`src/rtl/core/tncl_pkg.sv`:
```
package tncl_pkg;

  localparam int unsigned NUM_PLANES = 6;
  localparam int unsigned CFG_IDX_W  = 3;
  localparam int unsigned CFG_DATA_W = 64;
  // 10.0 world units of vertical padding, Q16.4, doubled
  localparam logic [21:0] BOX_PAD2   = 22'd320;

  typedef enum logic [CFG_IDX_W-1:0] {
    REG_PLANE_0  = 3'd0,
    REG_PLANE_1  = 3'd1,
    REG_PLANE_2  = 3'd2,
    REG_PLANE_3  = 3'd3,
    REG_PLANE_4  = 3'd4,
    REG_PLANE_5  = 3'd5,
    REG_CAMERA   = 3'd6,
    REG_MIN_SIZE = 3'd7
  } tncl_reg_e;

  typedef struct packed {
    logic signed [19:0] node_x;
    logic signed [19:0] node_z;
    logic        [19:0] node_size;
    logic signed [19:0] min_y;
    logic signed [19:0] max_y;
    logic               is_leaf;
  } tncl_node_t;

  typedef struct packed {
    logic       in_frustum;
    logic [3:0] lod_level;
    logic       descend;
    logic       render;
  } tncl_result_t;

  // box in 1/32 units, handed from cell to cell
  typedef struct packed {
    logic signed [20:0] cx2;
    logic signed [20:0] cz2;
    logic signed [20:0] cy2;
    logic        [19:0] ex2;
    logic signed [21:0] ey2;
    logic               vis;
  } tncl_box_t;

endpackage

```
`src/rtl/core/tncl_plane_cell.sv`:
```
module tncl_plane_cell (
  input  logic                clk_i,
  input  logic                rst_ni,
  input  logic [63:0]         plane_i,
  input  logic                valid_i,
  input  tncl_pkg::tncl_box_t data_i,
  output logic                up_ready_o,
  input  logic                down_ready_i,
  output logic                valid_o,
  output tncl_pkg::tncl_box_t data_o
);

  logic                valid_q;
  tncl_pkg::tncl_box_t data_q, data_d;
  logic                en;

  logic signed [11:0] nx, ny, nz;
  logic signed [27:0] w;
  logic signed [22:0] cx, cy, cz, ex, ey;
  logic signed [22:0] vx, vy, vz;
  logic signed [41:0] px, py, pz, wsc, plane_dist;

  assign en         = !valid_q || down_ready_i;
  assign up_ready_o = en;
  assign valid_o    = valid_q;
  assign data_o     = data_q;

  always_comb begin
    nx  = plane_i[11:0];
    ny  = plane_i[23:12];
    nz  = plane_i[35:24];
    w   = plane_i[63:36];
    cx  = 23'(data_i.cx2);
    cy  = 23'(data_i.cy2);
    cz  = 23'(data_i.cz2);
    ex  = $signed({3'b000, data_i.ex2});
    ey  = 23'(data_i.ey2);
    // positive vertex: pick the box corner along each normal's sign
    vx  = nx[11] ? cx - ex : cx + ex;
    vy  = ny[11] ? cy - ey : cy + ey;
    vz  = nz[11] ? cz - ex : cz + ex;
    px  = nx * vx;
    py  = ny * vy;
    pz  = nz * vz;
    wsc = {{3{w[27]}}, w, 11'b0};
    plane_dist = px + py + pz + wsc;
    data_d     = data_i;
    data_d.vis = data_i.vis & ~plane_dist[41];
  end

  always_ff @(posedge clk_i or negedge rst_ni) begin
    if (!rst_ni) begin
      valid_q <= 1'b0;
    end else if (en) begin
      valid_q <= valid_i;
    end
  end

  always_ff @(posedge clk_i) begin
    if (en) begin
      data_q <= data_d;
    end
  end

endmodule

```
`config.mk`:
```
export PLATFORM = sky130hd
export DESIGN_NAME = tncl_plane_cell
export DESIGN_NICKNAME = d
export VERILOG_FILES = /design/src/rtl/core/tncl_pkg.sv /design/src/rtl/core/tncl_plane_cell.sv
export SDC_FILE = /design/constraint.sdc
export NUM_CORES = 2
export LEC_CHECK = 0
export ABC_AREA = 1
export BUFFER_PORTS_ARGS = -buffer_cell sky130_fd_sc_hd__buf_2
export CAP_MARGIN = 10
export CELL_PAD_IN_SITES_DETAIL_PLACEMENT = 1
export CELL_PAD_IN_SITES_GLOBAL_PLACEMENT = 2
export CORE_ASPECT_RATIO = 1.25
export CORE_MARGIN = 8
export CORE_UTILIZATION = 40
export DETAILED_ROUTE_END_ITERATION = 7
export GPL_TIMING_DRIVEN = 0
export PLACE_DENSITY_LB_ADDON = 0.1
export SKIP_CTS_REPAIR_TIMING = 1
export SLEW_MARGIN = 20
export SYNTH_ARGS = -nofsm -noshare
export SYNTH_HDL_FRONTEND = slang
export SYNTH_SLANG_ARGS = --single-unit
```
`constraint.sdc`:
```
create_clock -name clk_i -period 9 [get_ports clk_i]
set_input_delay 1.35 -clock clk_i [delete_from_list [all_inputs] [get_ports clk_i]]
set_output_delay 1.35 -clock clk_i [all_outputs]
set_load 0.1 [all_outputs]
```
==> impl_metrics.csv <==
group,metric,value,unit
run_status,violations,"negative setup slack",
place,place.gp.congestion,0.8978,
timing,drv_slew,0,
cells_and_area,post-route-util,45.83,%
worst_setup_path,max_stage_delay,680,ps
floorplan,core_area,0.09107,sq mm
cells_and_area,fin_area,0.04174,sq mm
run_status,status,"complete, but fails checks",
place,portBuffers,267,
grt,grt_remaining_overflow,0,
route,drtPass1Iterations,5,
route,drc,0,
grt,busiest_layer,"met2",
timing,hold_violations,0,
worst_setup_path,arrival,10280,ps
place,placedCellCount,5608,
floorplan,start_util,40.25,%
synth,yosysTopAreaCellShare,49.97,%
route,drt_iter0_drc,926,
worst_setup_path,startpoint_type,"input pin",
worst_setup_path,critPathKind,"in -> reg",
timing,slew_headroom,32.74,%
worst_setup_path,critPathRequiredTime,9180,ps
timing,finClkSkew,13.83,ps
route,drt-total-wl,127100,microns
timing,fin_crit,10090,ps
timing,period_share,112.2,%
grt,antenna_found_initial,5,
synth,synth_warnings,0,
worst_setup_path,r2r_cells,2,
grt,grt_pass1_vias,32410,
cts,cts_buffers,9,
cells_and_area,regArea,0.003208,sq mm
worst_setup_path,critPathMaxFanout,5,
cts,cts_buffer_depth,2,
timing,whs,682.0,ps
synth,yosysUniqueCellTypes,54,
synth,synth_area_leaders,"fa_1 50%, inv_1 11%, edfxtp_1 8.7%",
hold_path,hp-class,"in -> async",
grt,grt_first_pass_wirelength,194600,microns
timing,setup_viol,1,
worst_setup_path,critPathTopFamily,"adder cells",
timing,layout_setup_ws,-1095,ps
synth,seq_area_frac_synth,8.752,%
cts,cts_tree,"built",
cells_and_area,syn_to_final_growth,13.88,%
floorplan,die_w,286.8,microns
cells_and_area,drive_above_1_share,15.81,%
grt,grtUsageTotal,25.33,%
cts,cts_htree_levels,3,
worst_setup_path,reg2reg_setup_slack,7650,ps
place,placed_cell_area,0.03971,sq mm
route,drtAntennaViolNets,0,
synth,synth_cells,4142,
floorplan,num_rows,124,
worst_setup_path,path_buf_inv,11,
cells_and_area,final_cell_count_no_fill,5708,
timing,tightest_slew,1002,ps
grt,grt_start_max_net_pins,58,
cts,cts.reportedPaths.clkPinSlew,90,ps
cts,insertion_delay,420,ps
cells_and_area,nFillCells,10740,
synth,synth-seq-cells,107,
synth,yosysTopAreaCell,"fa_1",
cells_and_area,multi_input_area,0.03005,sq mm
timing,fmax,99.06,MHz
floorplan,die_h,354.4,microns
cts,cts_sinks,107,
route,drt-wirelength-per-cell,22.27,microns
route,vias,28370,
flow_run,max_cap_viol_count,0,
grt,met3_usage,2.994,%
worst_setup_path,cp_slowest_cell,"fa_2",
route,vias_per_cell,4.970,
floorplan,die_area,0.1016,sq mm
worst_setup_path,crit_path_end_kind,"flip-flop",
synth,synth.cell_area,0.03665,sq mm
cts,cts-root-buf,"clkbuf_16",
floorplan,io_pins,282,
grt,grt_use_met2,47.39,%
worst_setup_path,reg2reg_to,"data_o[95]",
synth,synth_nets,5448,
synth,syn_area_per_cell,8.849,sq um
place,hpwlAfterDp,117100,microns
worst_setup_path,reg2reg_from,"valid_o",
cells_and_area,nets,5810,
grt,use_met1,29.97,%
timing,rsz0062_at_grt,"yes",
-- cells by family after synthesis --
group,after synthesis,share of synthesized area (%)
AOI/OAI and AO/OA,194,3.076
adders and majority gates,1132,57.38
xor gates and xnor gates,69,1.966
DFF,107,8.752
and+or+nand+nor,1430,16.37
buffers and inverters,1210,12.45
-- state kept, by name (all words and copies together), names as in the netlist --
name	flops
data_o	106
valid_o	1
-- metal layers --
layer  vias to the layer above  wire, microns
met3                       143           4364
met4                         6           4766
met2                       537          67770
li1                      12760              -
met5                         -             45
met1                     14930          50170
-- worst max path at each step --
stage	from	endpoint	slack, ps	depth (start not counted)
2_1_floorplan	data_i[24]	data_o[0]	-370	46
3_3_place_gp	plane_i[11]	data_o[0]	-3280	33
3_5_place_dp	plane_i[11]	data_o[0]	-3250	34
4_1_cts	plane_i[11]	data_o[0]	-2770	37
5_1_grt	data_i[34]	data_o[0]	-1400	43
6_report	data_i[23]	data_o[0]	-1090	46
-- worst reg2reg max path: stages, from the launching register on --
cell	delay [ps]
dfrtp_1	410
nand2_4	230
buf_16	300
-- placed cells by master (no fill, tap or decap), types with 8 or more instances in the layout --
cell       netlist  final
inv_1         1085   1064
xor2_2           2     12
xnor2_1         13      9
clkbuf_1        85     71
xor2_4           5      8
clkbuf_4         0      8
buf_4            3     86
nand3_2          5     15
o21ai_2          5     13
nand2_1        791    751
fa_2             0     19
nand2_2         24     50
clkbuf_2         1      8
ha_4             0     14
a21oi_2          3     16
nor2_1         345    325
buf_2            8    267
ha_2             0     20
ha_1           217    183
nor2_4           1     15
nand2_4          4     15
edfxtp_1       106    106
inv_2           18     35
nand3_1        167    153
o21ai_0         73     52
xor2_1          48     35
nand4_1         22     22
or2_2           19     19
o21ai_1          4     15
nor2_2          14     20
a21oi_1         78     64
clkbuf_16        0      9
fa_1           915    896
-- stage by stage --
step                setup TNS (ps)  worst slack [ps]
floorplan                   -371.0            -371.0
global placement             -3277             -3277
detailed placement           -3253             -3253
CTS                          -2772             -2772
global route                 -1403             -1403
finish                       -1095             -1095
-- Yosys cell counts (all sizes together) --
master	number
a211oi	2
a21boi	5
a21o	4
a21oi	81
a31oi	2
and2	2
buf	12
clkbuf	86
clkinv	9
dfrtp	1
edfxtp	106
fa	915
ha	217
inv	1103
nand2	819
nand3	173
nand3b	11
nand4	23
nor2	360
nor3	16
nor3b	1
nor4	2
o21a	6
o21ai	87
o21bai	5
o31ai	2
or2	23
xnor2	14
xor2	55
-- cell type report --
cell class,instances,share of cell area (%)
clock buffers,9,0.5396
repair inverters,1,0.01799
inverters,1112,10.08
diodes,2,0.01199
clock inverters,7,0.2188
flip-flops and latches,107,7.686
well taps,1197,3.588
repair buffers,350,4.871
plain buffers,96,1.001
multi-input cells,2827,71.98
Power is left out: the tool's default activity adds up to more than one toggle a clock period on the data nets, which glitch-free logic cannot reach.
